<file path="config.mk">
export PLATFORM = sky130hd
export DESIGN_NAME = nhlt_ctrl
export DESIGN_NICKNAME = d
export VERILOG_FILES = /design/src/hdl/nhlt_pkg.sv /design/src/hdl/nhlt_ctrl.sv
export SDC_FILE = /design/constraint.sdc
export NUM_CORES = 1
export LEC_CHECK = 0
export ABC_CLOCK_PERIOD_IN_PS = 2270
export BUFFER_PORTS_ARGS = -buffer_cell sky130_fd_sc_hd__buf_2
export CAP_MARGIN = 20
export CORE_MARGIN = 4
export CORE_UTILIZATION = 47
export CTS_BUF_LIST = sky130_fd_sc_hd__clkbuf_8
export DETAILED_ROUTE_END_ITERATION = 6
export PLACE_DENSITY = 0.79
export SLEW_MARGIN = 20
export SYNTH_ARGS = -nofsm -noshare
export SYNTH_HDL_FRONTEND = slang
export SYNTH_SLANG_ARGS = --single-unit
</file>
<file path="constraint.sdc">
create_clock -name clk_i -period 2.27 [get_ports clk_i]
set_clock_uncertainty 0.15 [all_clocks]
set_input_delay 0.1135 -clock clk_i [delete_from_list [all_inputs] [get_ports clk_i]]
set_output_delay 0.1135 -clock clk_i [all_outputs]
set_load 0.05 [all_outputs]
</file>
<file path="src/hdl/nhlt_pkg.sv">
// Types, codes and counter update functions for the node heartbeat liveness table.
// No dependencies; used by nhlt_mem, nhlt_ctrl and the top level.
package nhlt_pkg;

  localparam int unsigned CNT_PER_NODE = 10;

  typedef logic [7:0] cnt_t;
  typedef logic [CNT_PER_NODE-1:0][7:0] entry_t;

  localparam logic [1:0] REQ_HB    = 2'd0;
  localparam logic [1:0] REQ_TICK  = 2'd1;
  localparam logic [1:0] REQ_QUERY = 2'd2;

  localparam logic [3:0] T_RUN       = 4'd0;
  localparam logic [3:0] T_STOP      = 4'd1;
  localparam logic [3:0] T_SYNC      = 4'd2;
  localparam logic [3:0] T_STANDBY   = 4'd3;
  localparam logic [3:0] T_HOST      = 4'd4;
  localparam logic [3:0] T_LINK0     = 4'd5;
  localparam logic [3:0] T_LINK1     = 4'd6;
  localparam logic [3:0] T_DBRUN     = 4'd7;
  localparam logic [3:0] T_DBSTOP    = 4'd8;
  localparam logic [3:0] T_DBSTANDBY = 4'd9;
  localparam logic [3:0] T_NONE      = 4'd15;
  localparam logic [3:0] T_LAST      = T_DBSTANDBY;

  localparam cnt_t HOLD_RESET = 8'd150;

  typedef struct packed {
    logic rd_en;
    logic wr_en;
  } mem_ctl_t;

  // map a message kind to its counter slot
  function automatic logic [3:0] kind_slot(input logic [3:0] kind);
    logic [3:0] slot;
    case (kind)
      4'd0:    slot = T_RUN;
      4'd1:    slot = T_STOP;
      4'd2:    slot = T_SYNC;
      4'd3:    slot = T_STANDBY;
      4'd4:    slot = T_HOST;
      4'd5:    slot = T_DBRUN;
      4'd6:    slot = T_DBSTOP;
      4'd7:    slot = T_DBSTANDBY;
      default: slot = T_NONE;
    endcase
    return slot;
  endfunction

  function automatic entry_t hb_update(input entry_t e, input logic lnk,
                                       input logic [3:0] kind, input cnt_t hold);
    entry_t     r;
    logic [3:0] slot;
    r    = e;
    slot = kind_slot(kind);
    if (lnk) begin
      r[T_LINK1] = hold;
    end else begin
      r[T_LINK0] = hold;
    end
    r[T_RUN]     = '0;
    r[T_STOP]    = '0;
    r[T_SYNC]    = '0;
    r[T_STANDBY] = '0;
    if (slot != T_NONE) begin
      r[slot] = hold;
    end
    return r;
  endfunction

  function automatic entry_t tick_update(input entry_t e);
    entry_t r;
    for (int c = 0; c < CNT_PER_NODE; c++) begin
      r[c] = (e[c] != '0) ? e[c] - 8'd1 : e[c];
    end
    return r;
  endfunction

endpackage

</file>
<file path="src/hdl/nhlt_ctrl.sv">
// Sequencer: clearing pass, heartbeat read-modify-write, query read, tick sweep.
// Drives nhlt_mem through mem_ctl_t; depends on nhlt_pkg.
module nhlt_ctrl
  import nhlt_pkg::*;
#(
  parameter int unsigned NODE_COUNT = 256,
  parameter int unsigned AW         = 8
) (
  input  logic          clk_i,
  input  logic          rst_ni,
  input  logic          start_i,
  output logic          busy_o,
  input  logic [1:0]    req_type_i,
  input  logic          link_i,
  input  logic [7:0]    node_addr_i,
  input  logic [3:0]    msg_kind_i,
  input  logic [3:0]    query_table_i,
  input  cnt_t          hold_count_i,
  output mem_ctl_t      mem_ctl_o,
  output logic [AW-1:0] rd_addr_o,
  output logic [AW-1:0] wr_addr_o,
  output entry_t        wr_data_o,
  input  entry_t        rd_data_i,
  output logic          result_valid_o,
  output cnt_t          counter_value_o
);

  localparam logic [2:0] ST_CLEAR = 3'd0;
  localparam logic [2:0] ST_IDLE  = 3'd1;
  localparam logic [2:0] ST_HB_RD = 3'd2;
  localparam logic [2:0] ST_HB_WR = 3'd3;
  localparam logic [2:0] ST_Q_RD  = 3'd4;
  localparam logic [2:0] ST_Q_OUT = 3'd5;
  localparam logic [2:0] ST_TICK  = 3'd6;

  localparam logic [AW:0] SWEEP_END  = (AW+1)'(NODE_COUNT);
  localparam logic [AW:0] CLEAR_LAST = (AW+1)'(NODE_COUNT - 1);

  logic [2:0]    state_q, state_d;
  logic [AW:0]   sweep_q, sweep_d;
  logic [AW-1:0] node_q, node_d;
  logic          link_q, link_d;
  logic [3:0]    kind_q, kind_d;
  logic [3:0]    tab_q, tab_d;
  logic          res_valid_q, res_valid_d;
  cnt_t          value_q, value_d;
  logic          accept;
  logic          in_range;
  logic [AW:0]   sweep_prev;

  assign accept     = start_i && (state_q == ST_IDLE);
  assign in_range   = 32'(node_addr_i) < NODE_COUNT;
  assign sweep_prev = sweep_q - (AW+1)'(1);
  assign busy_o     = (state_q != ST_IDLE);

  always_comb begin
    state_d     = state_q;
    sweep_d     = sweep_q;
    node_d      = node_q;
    link_d      = link_q;
    kind_d      = kind_q;
    tab_d       = tab_q;
    res_valid_d = 1'b0;
    value_d     = value_q;
    mem_ctl_o   = '0;
    rd_addr_o   = node_q;
    wr_addr_o   = node_q;
    wr_data_o   = hb_update(rd_data_i, link_q, kind_q, hold_count_i);

    case (state_q)
      ST_CLEAR: begin
        mem_ctl_o.wr_en = 1'b1;
        wr_addr_o       = sweep_q[AW-1:0];
        wr_data_o       = '0;
        sweep_d         = sweep_q + (AW+1)'(1);
        if (sweep_q == CLEAR_LAST) begin
          state_d = ST_IDLE;
        end
      end
      ST_IDLE: begin
        if (accept) begin
          node_d = AW'(node_addr_i);
          link_d = link_i;
          kind_d = msg_kind_i;
          tab_d  = query_table_i;
          case (req_type_i)
            REQ_HB: begin
              if (in_range) begin
                state_d = ST_HB_RD;
              end
            end
            REQ_TICK: begin
              sweep_d = '0;
              state_d = ST_TICK;
            end
            REQ_QUERY: begin
              if (query_table_i <= T_LAST) begin
                if (in_range) begin
                  state_d = ST_Q_RD;
                end else begin
                  // node beyond the table answers zero
                  res_valid_d = 1'b1;
                  value_d     = '0;
                end
              end
            end
            default: begin
            end
          endcase
        end
      end
      ST_HB_RD: begin
        mem_ctl_o.rd_en = 1'b1;
        state_d         = ST_HB_WR;
      end
      ST_HB_WR: begin
        mem_ctl_o.wr_en = 1'b1;
        state_d         = ST_IDLE;
      end
      ST_Q_RD: begin
        mem_ctl_o.rd_en = 1'b1;
        state_d         = ST_Q_OUT;
      end
      ST_Q_OUT: begin
        res_valid_d = 1'b1;
        value_d     = rd_data_i[tab_q];
        state_d     = ST_IDLE;
      end
      ST_TICK: begin
        // read entry n while writing back entry n-1
        mem_ctl_o.rd_en = (sweep_q != SWEEP_END);
        mem_ctl_o.wr_en = (sweep_q != '0);
        rd_addr_o       = sweep_q[AW-1:0];
        wr_addr_o       = sweep_prev[AW-1:0];
        wr_data_o       = tick_update(rd_data_i);
        sweep_d         = sweep_q + (AW+1)'(1);
        if (sweep_q == SWEEP_END) begin
          state_d = ST_IDLE;
        end
      end
      default: begin
        state_d = ST_IDLE;
      end
    endcase
  end

  always_ff @(posedge clk_i or negedge rst_ni) begin
    if (!rst_ni) begin
      state_q     <= ST_CLEAR;
      sweep_q     <= '0;
      res_valid_q <= 1'b0;
    end else begin
      state_q     <= state_d;
      sweep_q     <= sweep_d;
      res_valid_q <= res_valid_d;
    end
  end

  always_ff @(posedge clk_i) begin
    node_q  <= node_d;
    link_q  <= link_d;
    kind_q  <= kind_d;
    tab_q   <= tab_d;
    value_q <= value_d;
  end

  assign result_valid_o  = res_valid_q;
  assign counter_value_o = value_q;

  a_hb_wr_after_rd: assert property (@(posedge clk_i) disable iff (!rst_ni)
    state_q == ST_HB_WR |-> $past(state_q) == ST_HB_RD && $past(mem_ctl_o.rd_en))
    else $error("heartbeat write-back without a preceding read");

  a_q_out_after_rd: assert property (@(posedge clk_i) disable iff (!rst_ni)
    state_q == ST_Q_OUT |-> $past(mem_ctl_o.rd_en) && $past(rd_addr_o) == node_q)
    else $error("query result taken without a read of its node");

  a_tick_no_clash: assert property (@(posedge clk_i) disable iff (!rst_ni)
    (mem_ctl_o.rd_en && mem_ctl_o.wr_en) |-> rd_addr_o != wr_addr_o)
    else $error("read and write-back hit the same entry");

  a_result_quiet: assert property (@(posedge clk_i) disable iff (!rst_ni)
    result_valid_o |-> $past(state_q) == ST_Q_OUT || $past(state_q) == ST_IDLE)
    else $error("result strobe outside a query");

endmodule
</file>
; ---- Yosys cells after proc, flatten, opt, wreduce, memory -nomap -nowiden
; Memory sizes are Yosys's and may differ from the RTL's. A register that Yosys moved wholly into a read port is not among the register bits.
; Index checks and enable logic that the tools add are counted.
[word_totals]
reg_bits = 38
rom_bits = 32
in_bits = 110
elab_cells = 101
mem_count = 1
[memory_table]
columns = name, depth, width, rd, rd_clocked_by_memory_dff, write_ports, line
row1 = (name not given), 8, 4, 1, 1, 0, nhlt_pkg.sv:37  ; case (kind)
[classes]
n_addsub = 12
order_cmp = 4
eq_ne = 19
muxes = 35
n_reduce_logical = 22
[ops]
columns = op, n
row1 = $pmux W80 S2, 1
row2 = $mux W8, 15
row3 = $sub A8 B1 Y8 const B, 11
row4 = $bwmux W80, 1
row5 = $mux W80, 1
row6 = $reduce_bool A8 Y1, 10
row7 = $bmux W8 S4, 1
row8 = $demux W8 S4, 1
row9 = $mux W9, 2
row10 = $pmux W9 S2, 1
row11 = $pmux W8 S2, 1
row12 = $mux W3, 5
row13 = $pmux W3 S5, 1
row14 = $lt A4 B5 Y1 const B, 2
row15 = $add A9 B1 Y9 const B, 1
row16 = $eq A3 B3 Y1 const B, 3
row17 = $eq A9 B8 Y1 const B, 1
row18 = $eq A9 B9 Y1 const B, 1
row19 = $ne A9 B9 Y1 const B, 1
row20 = $pmux W3 S3, 1
row21 = $reduce_bool A9 Y1, 1
row22 = $eq A3 B2 Y1 const B, 2
row23 = $ne A2 B2 Y1 const B, 3
row24 = $reduce_or A2 Y1, 3
row25 = other kinds (20), 22

; ---- Logic depth before layout (Yosys ltp)
; Gate-level depths: netlist of the first run.
[depth]
depth_word = 8
depth_mapped = 7
mapped_depth_nobuf = 6

; ---- Least setup slack after synthesis of the first run
; Ideal clock, no wire load.
[synth_path]
path_kind = reg2out
startpoint = register kind_q[3]
endpoint = output wr_data_o[69] (netlist bit)
arrival_time_ns = 2.501
t_required_ns = 2.007
path_slack_ns = -0.495
path_stages_with_launch = 7
path_buffers = 2
cell_sequence = edfxtp_1 > buf_2 > nor4b_1 > and2_1 > buf_2 > mux2i_1 > o21ai_0
[synth_rtl]
columns = element, line
row1 = "start, declared", nhlt_ctrl.sv:43  ; logic [3:0] kind_q, kind_d;
row2 = "start signal, assigned", nhlt_ctrl.sv:162  ; kind_q <= kind_d;
row3 = "end, declared", nhlt_ctrl.sv:22  ; output entry_t wr_data_o,

==> results of run 1 <==
cells in the final DEF, fill, tap and decap left out, drive strengths merged, types with 4 or more instances in the layout:
master / synthesis / final
or3: 9 / 9
clkbuf: 24 / 11
mux2i: 36 / 36
a32oi: 4 / 4
nand2b: 8 / 8
o21ai: 54 / 54
a2bb2oi: 7 / 7
dfrtp: 13 / 13
or3b: 5 / 5
nand3b: 7 / 7
nor3: 26 / 26
nand3: 40 / 40
dfxtp: 4 / 4
o22ai: 53 / 53
a221o: 15 / 15
xor2: 15 / 15
or4: 6 / 6
nor2b: 4 / 4
and3: 8 / 8
a21oi: 41 / 41
and2: 7 / 8
a21o: 7 / 7
mux4: 16 / 16
buf: 17 / 315
o2bb2ai: 10 / 10
nor4b: 6 / 6
nand2: 66 / 66
ha: 24 / 24
xnor2: 27 / 27
edfxtp: 25 / 25
o211ai: 6 / 6
inv: 44 / 46
nor2: 55 / 55
nor3b: 12 / 12
nor4: 10 / 10
dlygate4sd3: 0 / 18
worst paths after layout:
check                                       startpoint                  endpoint  slack (ps)  cells past startpoint
max in group asynchronous                       rst_ni    state_q[0]$_DFFE_PN0P_        1610                      2
worst min register to register  sweep_q[8]$_DFFE_PN0P_    sweep_q[8]$_DFFE_PN0P_         410                      2
worst max register to register  sweep_q[0]$_DFFE_PN0P_    state_q[2]$_DFFE_PN0P_         130                      8
min in group asynchronous                       rst_ni  result_valid_o$_DFF_PN0_          90                      2
worst min-delay path                           start_i    state_q[2]$_DFFE_PN0P_          40                      4
worst max-delay path               kind_q[3]$_DFFE_PN_             wr_data_o[34]        -230                      7
cell families after synthesis:
| logic type | Yosys count | share of synthesized area (%) |
|---|---|---|
| and+or+nand+nor | 280 | 24.82 |
| AOI/OAI and AO/OA | 226 | 25.42 |
| buffers and inverters | 85 | 5.681 |
| muxes | 55 | 12.94 |
| xor gates and xnor gates | 42 | 6.279 |
| DFF | 42 | 19.74 |
| adders and majority gates | 24 | 5.126 |
repair_timing:
action	CTS	global route
pin swaps	21	39
buffers inserted	29	12
hold buffers	18	0
endpoints found under the setup margin	83	93
gates cloned	2	1
endpoints found under the hold margin	33	0
resized for setup	162	159
layer usage:
metal,track usage (%),vias up
li1,-,3479
met1,42.69,3843
met2,51.94,770
met3,6.409,233
met4,17.90,0
met5,0,-
flip-flops by register name, indices dropped and copies added (netlist names), named ones only:
| name | flops |
|---|---|
| counter_value_o | 8 |
| result_valid_o | 1 |
| node_q | 8 |
| tab_q | 4 |
| kind_q | 4 |
| state_q | 3 |
| link_q | 1 |
| sweep_q | 9 |
worst register-to-register path, stage by stage, from the launching register on:
cell,delay [ps]
dfrtp_1,420
inv_2,90
ha_4,150
or4b_4,520
o31ai_4,190
buf_4,150
buf_4,110
a21boi_0,200
a21oi_1,60
power by group through the flow:
stage / combinational (mW) / sequential (mW) / clock (mW)
floorplan: 4.85 / 1.26 / 0
global placement: 6.73 / 1.23 / 0
detailed placement: 6.79 / 1.24 / 0
CTS: 7.81 / 1.27 / 0.547
global route: 9.06 / 1.34 / 0.581
finish: 8.76 / 1.32 / 0.550
layout make-up:
type                    count  area, um^2  area share (%)
repair buffers            340        2721           28.57
clock buffers               5       68.82          0.7225
flip-flops and latches     42        1167           12.26
multi-input cells         628        5161           54.19
inverters                  44       168.9           1.774
clock inverters             3       26.28          0.2759
well taps                 168       210.2           2.207
==> results.tsv, run 1 <==
stage	metric	value	unit
power_and_ir_drop	P_int	4.550	mW
cts	Worst-path clk slew	100	ps
logic_synthesis	Synth Register Bits	42	
die	initial core utilization	48.37	%
logic_synthesis	top cell type's share of synthesized area	12.82	%
grt	initial antenna violation count	0	
logic_synthesis	Netlist cell types	68	
grt	largest net degree at the start of global routing	25	
cts	clk_lat worst skew	320	ps
cts	htree depth	2	
logic_synthesis	Syn Nets	888	
sta	Final WS setup	-228.2	ps
cts	CTS root buf	clkbuf_8	
sta	RSZ-0062 raised after global routing	yes	
grt	GRT overflow	0	
setup_path	critical path type	flip-flop to primary output	
sta	WHS	44.76	ps
finish	Final #Nets	1195	
power_and_ir_drop	Flop pwr share	12.4	%
route	WL per Instance	23.30	um
die	die outline area	0.01431	mm^2
logic_synthesis	Post-synth top cells	66 x nand2_1, 55 x nor2_1, 53 x o22ai_1, 52 x o21ai_0, 44 x inv_1	
route	1st-iter DRT viols	1336	
cts	CTS tree	built	
route	Avg Vias per Cell	6.768	
run_status	violated checks	DRC, setup timing	
logic_synthesis	post-synthesis sequential area ratio	19.74	%
power_and_ir_drop	Psw	6.080	mW
die	Die Height	119.6	um
cts	Inserted Clock Buffers	5	
die	Core ar.	0.01211	mm^2
placement	GP Congestion	1.005	
sta	fmax	0.4003	GHz
flow_run	Max Cap Violations	0	
route	DRC errors left	8	
grt	vias in the first global route	7361	
sta	Final Hold Viols	0	
sta	worst-margin pin slew	726.5	ps
route	DR WL met3	3376	um
placement	Setup WS pre-CTS	75.55	ps
logic_synthesis	top cell type by total area after synthesis	edfxtp_1	
run_status	status	finished, violations left	
power_and_ir_drop	logic gate share of total power	82.4	%
setup_path	crit path DAT	2230	ps
sta	final count of negative-setup-slack endpoints	52	
grt	total track usage	33.00	%
power_and_ir_drop	Tot Pwr	10.63	mW
logic_synthesis	Async S/R FF share, synth	30.95	%
finish	fillers	764	
logic_synthesis	Syn Area/Cell	7.769	um^2
power_and_ir_drop	sw frac	57.20	%
sta	Final Cycle Share	110.1	%
sta	Slew Limit Fails	0	
placement	dpl hpwl	18270	um
power_and_ir_drop	Peak VDD IR	0.001615	V
sta	Final TNS setup	-3678	ps
cts	number of clock sinks	42	
cts	CTS max path bufs	2	
logic_synthesis	prevailing post-synth register cell	edfxtp_1	
logic_synthesis	EDFF count, synth	25	
finish	final core utilization	78.64	%
finish	ant diodes	0	
worst_hold_path	Hold Crit Class	input port to flip-flop	
logic_synthesis	synthesized area	0.005858	mm^2
logic_synthesis	Syn Inst Count	754	
route	WL final	28660	um
setup_path	CP Max Fanout	7	
route	uppermost routed layer	met4	
route	Pre-Repair DR Iteration Count	7	
route	WL met1	9977	um
logic_synthesis	Synth area leaders	edfxtp_1 13%, mux2i_1 6.2%, mux4_2 5.8%, o22ai_1 5.7%, dfrtp_1 5.6%	
setup_path	Crit-path slowest cell	edfxtp_1	
logic_synthesis	synth warn	0	
finish	layout cell share with drive strength beyond 1	45.48	%
power_and_ir_drop	Power Density	1116	mW/mm^2
die	row cnt	40	
setup_path	crit path cell chain	buf_6, or3_4, a211oi_1, buf_4, o2bb2ai_1, a21o_1, buf_6	
setup_path	Top cell by count, worst path	buf_6	
die	Die Wd	119.6	um
route	vias after detailed routing	8325	
setup_path	Crit path max-delay family	compound AO/OA/AOI/OAI gates	
logic_synthesis	top-count cell post-synth	nand2_1	
die	num ports	218	
route	met2 wire length	12780	um
placement	Placement Cell Area	0.007735	mm^2
setup_path	worst path required time	2010	ps
placement	Port Buffer Count	217	
placement	placed cell count	1161	
sta	post-layout min period	2498	ps
power_and_ir_drop	Clock power frac	5.2	%
setup_path	Buf+Inv Stages, Crit Path	3	
setup_path	startpoint type of the worst setup path	flip-flop	
finish	post-route cell area	0.009524	mm^2
setup_path	CP Capture Type	primary output	
grt	global-route wire length before repair	38450	um
route	post-route ant nets	0	
power_and_ir_drop	Leakage Power	4.088	nW
finish	P&R area growth vs syn	62.58	%
finish	fin cells	1230	
setup_path	slowest stage delay, CP	420	ps
sta	Max-slew headroom	51.12	%
Power figures use the tool's default switching activity.
==> inputs of run 2 (changes only) <==
==> constraint.sdc (replaced) <==
create_clock -name clk_i -period 2.27 [get_ports clk_i]
set_clock_uncertainty 0.15 [all_clocks]
set_input_delay 0 -clock clk_i [delete_from_list [all_inputs] [get_ports clk_i]]
set_output_delay 0 -clock clk_i [all_outputs]
set_load 0.05 [all_outputs]
==> run 2 against run 1 <==
  * The run ends with setup timing left
  * Setup slack gained 170 ps
  * First-iteration DRC count fell by 28%
  * Highest routed layer unchanged
  * Total power fell by 12%
  * Die area is the same
  * Global-route usage down 1.6 points
  * Critical path depth down 2
  * Fmax up 7.1%
  * Sequential share of layout area up 1.7 points
  * Via count decreased by 9.9%
  * Sequential power is 3% higher
  * Largest power group unchanged
==> results.tsv, run 2 (synthesis gave the netlist of run 1 again) <==
stage	metric	value	unit
finish	layout cell share with drive strength beyond 1	38.01	%
setup_path	worst path required time	2120	ps
sta	worst-margin pin slew	676.5	ps
cts	number of clock sinks	42	
die	Die Height	119.6	um
sta	WHS	95.92	ps
placement	placed cell count	1144	
die	Die Wd	119.6	um
worst_hold_path	HP Start	rd_data_i[76]	
setup_path	critical path type	flip-flop to primary output	
placement	dpl hpwl	18010	um
run_status	violated checks	setup timing	
cts	clk_lat worst skew	310	ps
setup_path	reg2reg end	kind_q[3]$_DFFE_PN_	
sta	post-layout min period	2333	ps
grt	global-route wire length before repair	36290	um
sta	Max-slew headroom	54.26	%
power_and_ir_drop	Power Density	1120	mW/mm^2
cts	CTS tree	built	
finish	Final #Nets	1146	
cts	CTS max path bufs	2	
sta	Slew Limit Fails	0	
route	WL per Instance	20.06	um
sta	Final WS setup	-62.76	ps
worst_hold_path	hold path depth	5	
setup_path	worst flop-to-flop path startpoint	state_q[2]$_DFFE_PN0P_	
sta	fmax	0.4287	GHz
die	initial core utilization	48.37	%
setup_path	crit path DAT	2180	ps
finish	commonest non-fill, non-tap cell in the layout	buf_2	
worst_hold_path	Hold Path End	counter_value_o[4]$_DFFE_PP_	
finish	leading cell types in the layout, fill and taps excluded	174 x buf_2, 62 x nand2_1, 62 x buf_4, 52 x nor2_1, 42 x inv_1	
placement	Port Buffer Count	217	
die	die outline area	0.01431	mm^2
finish	largest register by flop count	sweep_q	
finish	ant diodes	0	
grt	largest net degree at the start of global routing	23	
die	row cnt	40	
power_and_ir_drop	Leakage Power	3.611	nW
sta	Final Cycle Share	102.8	%
run_status	status	finished, violations left	
route	vias after detailed routing	7499	
grt	initial antenna violation count	0	
setup_path	R2R depth	4	
finish	P&R area growth vs syn	42.52	%
route	Avg Vias per Cell	6.350	
cts	CTS root buf	clkbuf_8	
grt	vias in the first global route	6953	
route	Pre-Repair DR Iteration Count	6	
placement	GP Congestion	1.037	
grt	total track usage	31.41	%
finish	fin cells	1181	
setup_path	Register-to-Register Setup Slack	180	ps
flow_run	Max Cap Violations	0	
setup_path	CP Max Fanout	6	
power_and_ir_drop	Peak VDD IR	0.001372	V
finish	max reg flops	9	
sta	final count of negative-setup-slack endpoints	5	
die	Core ar.	0.01211	mm^2
sta	RSZ-0062 raised after global routing	yes	
cts	Worst-path clk slew	80	ps
sta	Final Hold Viols	0	
setup_path	CP Capture Type	primary output	
die	num ports	218	
power_and_ir_drop	Tot Pwr	9.350	mW
grt	GRT overflow	0	
route	WL final	23690	um
route	1st-iter DRT viols	958	
setup_path	startpoint type of the worst setup path	flip-flop	
cts	Inserted Clock Buffers	5	
route	DRC errors left	0	
worst_hold_path	Hold Crit Class	input port to flip-flop	
route	post-route ant nets	0	
cts	htree depth	2	
[run 2: cell types whose count changed in the layout (fill, tap and decap cells not counted), sizes merged]
cell	change
buf	-61
clkbuf	+12
dlygate4sd3	+2
and2	-1
bufbuf	-1
bufinv	+1
inv	-1
[run 2: through the flow]
stage / setup WS [ps] / TNS, ps / util [%] / instance area, um^2
CTS: -54.70 / -475.7 / 66.27 / 8026
finish: -62.76 / -173.4 / 68.94 / 8349
global route: -140.5 / -1203 / 68.94 / 8349
floorplan: -177.8 / -1368 / - / 6016
global placement: 90.18 / 0 / 62.17 / 7530
detailed placement: 30.31 / 0 / 62.17 / 7530
[run 2: layer usage]
metal  part of all wire [%]  GRT usage [%]  wire length, um  vias to the layer above
met5                      0              0                0                        -
li1                       -              -                -                     3385
met4                    5.9          14.82             1397                        0
met3                     11          5.985             2655                      112
met2                     45          49.82            10720                      546
met1                     38          41.29             8916                     3456
[run 2: where the power goes]
group	leakage (nW)	internal [mW]	switching [mW]
Sequential	0.437	1.07	0.289
Combinational	3.11	2.48	4.92
Clock	0.0599	0.325	0.273
Total	3.61	3.87	5.48
[run 2: what timing repair did]
item | in CTS | in global routing
endpoints found under the setup margin | 72 | 91
pin swaps | 1 | 5
cloned | 0 | 0
resized for setup | 44 | 87
hold buffers | 20 | 0
hold endpoints to repair | 35 | 0
setup buffers | 3 | 6
[run 2: area by class of cell]
type	instances	area, um^2
Clock buffer	5	68.82
Clock inverter	3	40.04
Fill cell	1028	3762
Inverter	44	168.9
Multi-Input combinational cell	627	4793
Sequential cell	42	1167
Tap cell	168	210.2
Timing Repair Buffer	292	1901
[run 2: critical path: stages, from the launching register on]
cell      delay, ps
edfxtp_1        510
or3_4           440
o22ai_4         240
o21ai_0         130
a221o_1         340
buf_2           220
[run 2: worst max-delay path by stage]
stage / end / slack [ps] / start
floorplan: rd_addr_o[1] / -180 / state_q[0]$_DFFE_PN0P_
global placement: mem_ctl_o[1] / 90 / sweep_q[1]$_DFFE_PN0P_
detailed placement: state_q[0]$_DFFE_PN0P_ / 30 / sweep_q[1]$_DFFE_PN0P_
CTS: wr_data_o[78] / -50 / kind_q[3]$_DFFE_PN_
global route: wr_data_o[35] / -140 / kind_q[3]$_DFFE_PN_
finish: wr_data_o[35] / -60 / kind_q[3]$_DFFE_PN_
==> inputs of run 3 (changes only) <==
--- a/config.mk
+++ b/config.mk
@@ -13,6 +13,8 @@
 export CTS_BUF_LIST = sky130_fd_sc_hd__clkbuf_8
 export DETAILED_ROUTE_END_ITERATION = 6
 export PLACE_DENSITY = 0.79
+export RECOVER_POWER = 100
+export REMOVE_ABC_BUFFERS = 1
 export SLEW_MARGIN = 20
 export SYNTH_ARGS = -nofsm -noshare
 export SYNTH_HDL_FRONTEND = slang
==> run 3 against run 2 <==
  * Final area is 1.8% higher
  * First-iteration DRC count up 13%
  * Largest power group unchanged
  * The run still ends with setup timing left
  * Highest routed layer is now met5
  * Core utilization up 1.2 points
  * Largest cell class unchanged
  * Worst hold slack better by 14 ps
  * Via count grew 3.2%
  * Total power grew 3.0%
  * Die area did not move
==> results.tsv, run 3 (synthesis gave the netlist of run 1 again) <==
stage	metric	value	unit
run_status	status	finished, violations left	
run_status	violated checks	setup timing	
sta	fmax	0.4220	GHz
power_and_ir_drop	P_int	4.025	mW
setup_path	Crit-path slowest cell	dfrtp_2	
die	row cnt	40	
die	Die Height	119.6	um
setup_path	R2R depth	5	
grt	GRT overflow	0	
setup_path	worst path required time	2120	ps
route	WL final	25080	um
setup_path	CP Depth	6	
sta	Slew Limit Fails	0	
cts	Inserted Clock Buffers	5	
power_and_ir_drop	Peak VDD IR	0.001476	V
setup_path	CP Capture Type	primary output	
power_and_ir_drop	Power Density	1134	mW/mm^2
worst_hold_path	Hold Crit Class	input port to flip-flop	
sta	WHS	109.7	ps
grt	initial antenna violation count	2	
route	WL per Instance	20.99	um
setup_path	crit path cell chain	xnor2_2, nand2_2, buf_12, and2_1, a221o_1, clkbuf_4	
cts	number of clock sinks	42	
route	post-route ant nets	0	
grt	total track usage	31.42	%
power_and_ir_drop	Leakage Power	3.639	nW
route	DRC errors left	0	
route	vias after detailed routing	7741	
sta	final count of negative-setup-slack endpoints	24	
finish	commonest non-fill, non-tap cell in the layout	buf_2	
worst_hold_path	hold path depth	5	
route	1st-iter DRT viols	1086	
power_and_ir_drop	logic gate share of total power	81.2	%
setup_path	Buf+Inv Stages, Crit Path	2	
finish	ant diodes	0	
power_and_ir_drop	sw frac	58.22	%
grt	global-route wire length before repair	36620	um
die	num ports	218	
placement	Port Buffer Count	217	
finish	max reg flops	9	
finish	post-route cell area	0.008499	mm^2
setup_path	crit path DAT	2220	ps
cts	Worst-path clk slew	100	ps
die	Core ar.	0.01211	mm^2
die	die outline area	0.01431	mm^2
power_and_ir_drop	Flop pwr share	13.2	%
finish	Final #Nets	1160	
setup_path	CP Max Fanout	13	
setup_path	startpoint type of the worst setup path	flip-flop	
power_and_ir_drop	Clock power frac	5.5	%
placement	Placement Cell Area	0.007392	mm^2
placement	GP Congestion	0.9661	
sta	worst-margin pin slew	667.9	ps
sta	Max-slew headroom	54.84	%
cts	CTS max path bufs	2	
cts	clk_lat worst skew	320	ps
finish	leading cell types in the layout, fill and taps excluded	124 x buf_2, 105 x buf_4, 53 x nor2_1, 53 x nand2_1, 48 x o21ai_0	
placement	dpl hpwl	17980	um
setup_path	worst flop-to-flop path startpoint	state_q[2]$_DFFE_PN0P_	
setup_path	critical path type	flip-flop to primary output	
route	Pre-Repair DR Iteration Count	6	
finish	layout cell share with drive strength beyond 1	37.00	%
placement	Setup WS pre-CTS	64.96	ps
sta	Final Cycle Share	104.4	%
flow_run	Max Cap Violations	0	
sta	Final Hold Viols	0	
cts	CTS root buf	clkbuf_8	
finish	fillers	1022	
cts	CTS tree	built	
sta	Final WS setup	-99.64	ps
finish	P&R area growth vs syn	45.09	%
grt	vias in the first global route	7105	
route	Avg Vias per Cell	6.478	
setup_path	CP startpoint	state_q[2]$_DFFE_PN0P_	
sta	post-layout min period	2370	ps
die	Die Wd	119.6	um
grt	largest net degree at the start of global routing	34	
finish	largest register by flop count	sweep_q	
worst_hold_path	HP Start	req_type_i[1]	
sta	RSZ-0062 raised after global routing	yes	
die	initial core utilization	48.37	%
setup_path	slowest stage delay, CP	490	ps
setup_path	Crit path max-delay family	flip-flops	
cts	htree depth	2	
power_and_ir_drop	Tot Pwr	9.635	mW
power_and_ir_drop	Psw	5.610	mW
sta	Final TNS setup	-1089	ps
## run 3: cell types whose count changed in the layout (fill, tap and decap cells not counted), sizes merged
cell	before	now
clkbuf	23	32
inv	45	46
buf	254	258
o21ai	54	55
bufinv	1	0
## run 3: worst reg2reg max path, cell delays in order (launching register included)
cell and delay [ps]:
dfrtp_2 490, buf_8 150, buf_4 170, nor2_1 260, and3_1 410, buf_4 250
## run 3: power by group through the flow
stage	logic (mW)	clock network, mW	registers (mW)
after floorplan	4.35	0	1.45
after global placement	6.55	0	1.24
after detailed placement	6.59	0	1.25
after CTS	6.98	0.541	1.24
after global routing	8.17	0.577	1.29
final	7.83	0.534	1.27
## run 3: stage by stage
| stage | util [%] | cells |
|---|---|---|
| 5_1_grt | 70.18 | 1195 |
| 2_1_floorplan | - | 713 |
| 6_report | 70.18 | 1195 |
| 4_1_cts | 65.85 | 1178 |
| 3_5_place_dp | 61.03 | 1145 |
| 3_3_place_gp | 61.03 | 1145 |
## run 3: path summary, 6_finish.rpt
kind | end | slack [ps]
setup / recovery | wr_data_o[64] | -100
hold / removal | state_q[1]$_DFFE_PN0P_ | 110
setup reg to reg | node_q[6]$_DFFE_PN_ | 100
hold reg to reg | flip-flop | 380
max in group asynchronous | state_q[0]$_DFFE_PN0P_ | 880
min in group asynchronous | state_q[2]$_DFFE_PN0P_ | 620
## run 3: final cells by class
type | instances | area, um^2 | area share, %
Clock inverter | 3 | 22.52 | 0.2650
Timing Repair Buffer | 305 | 2167 | 25.50
Multi-Input combinational cell | 628 | 4701 | 55.31
Sequential cell | 42 | 1165 | 13.71
Tap cell | 168 | 210.2 | 2.473
Clock buffer | 5 | 68.82 | 0.8097
Inverter | 44 | 165.2 | 1.943
## run 3: repair_timing
item,in CTS,in global routing
setup buffers,5,14
cloned,0,3
hold buffers,20,0
pin swaps,2,16
hold endpoints to repair,35,0
endpoints found under the setup margin,71,89
resized for setup,85,120
## run 3: per-layer routing
metal	wire, um	GRT usage (%)
met1	9130	40.12
met2	11510	51.87
met3	3078	6.409
met4	1331	12.88
met5	27	0
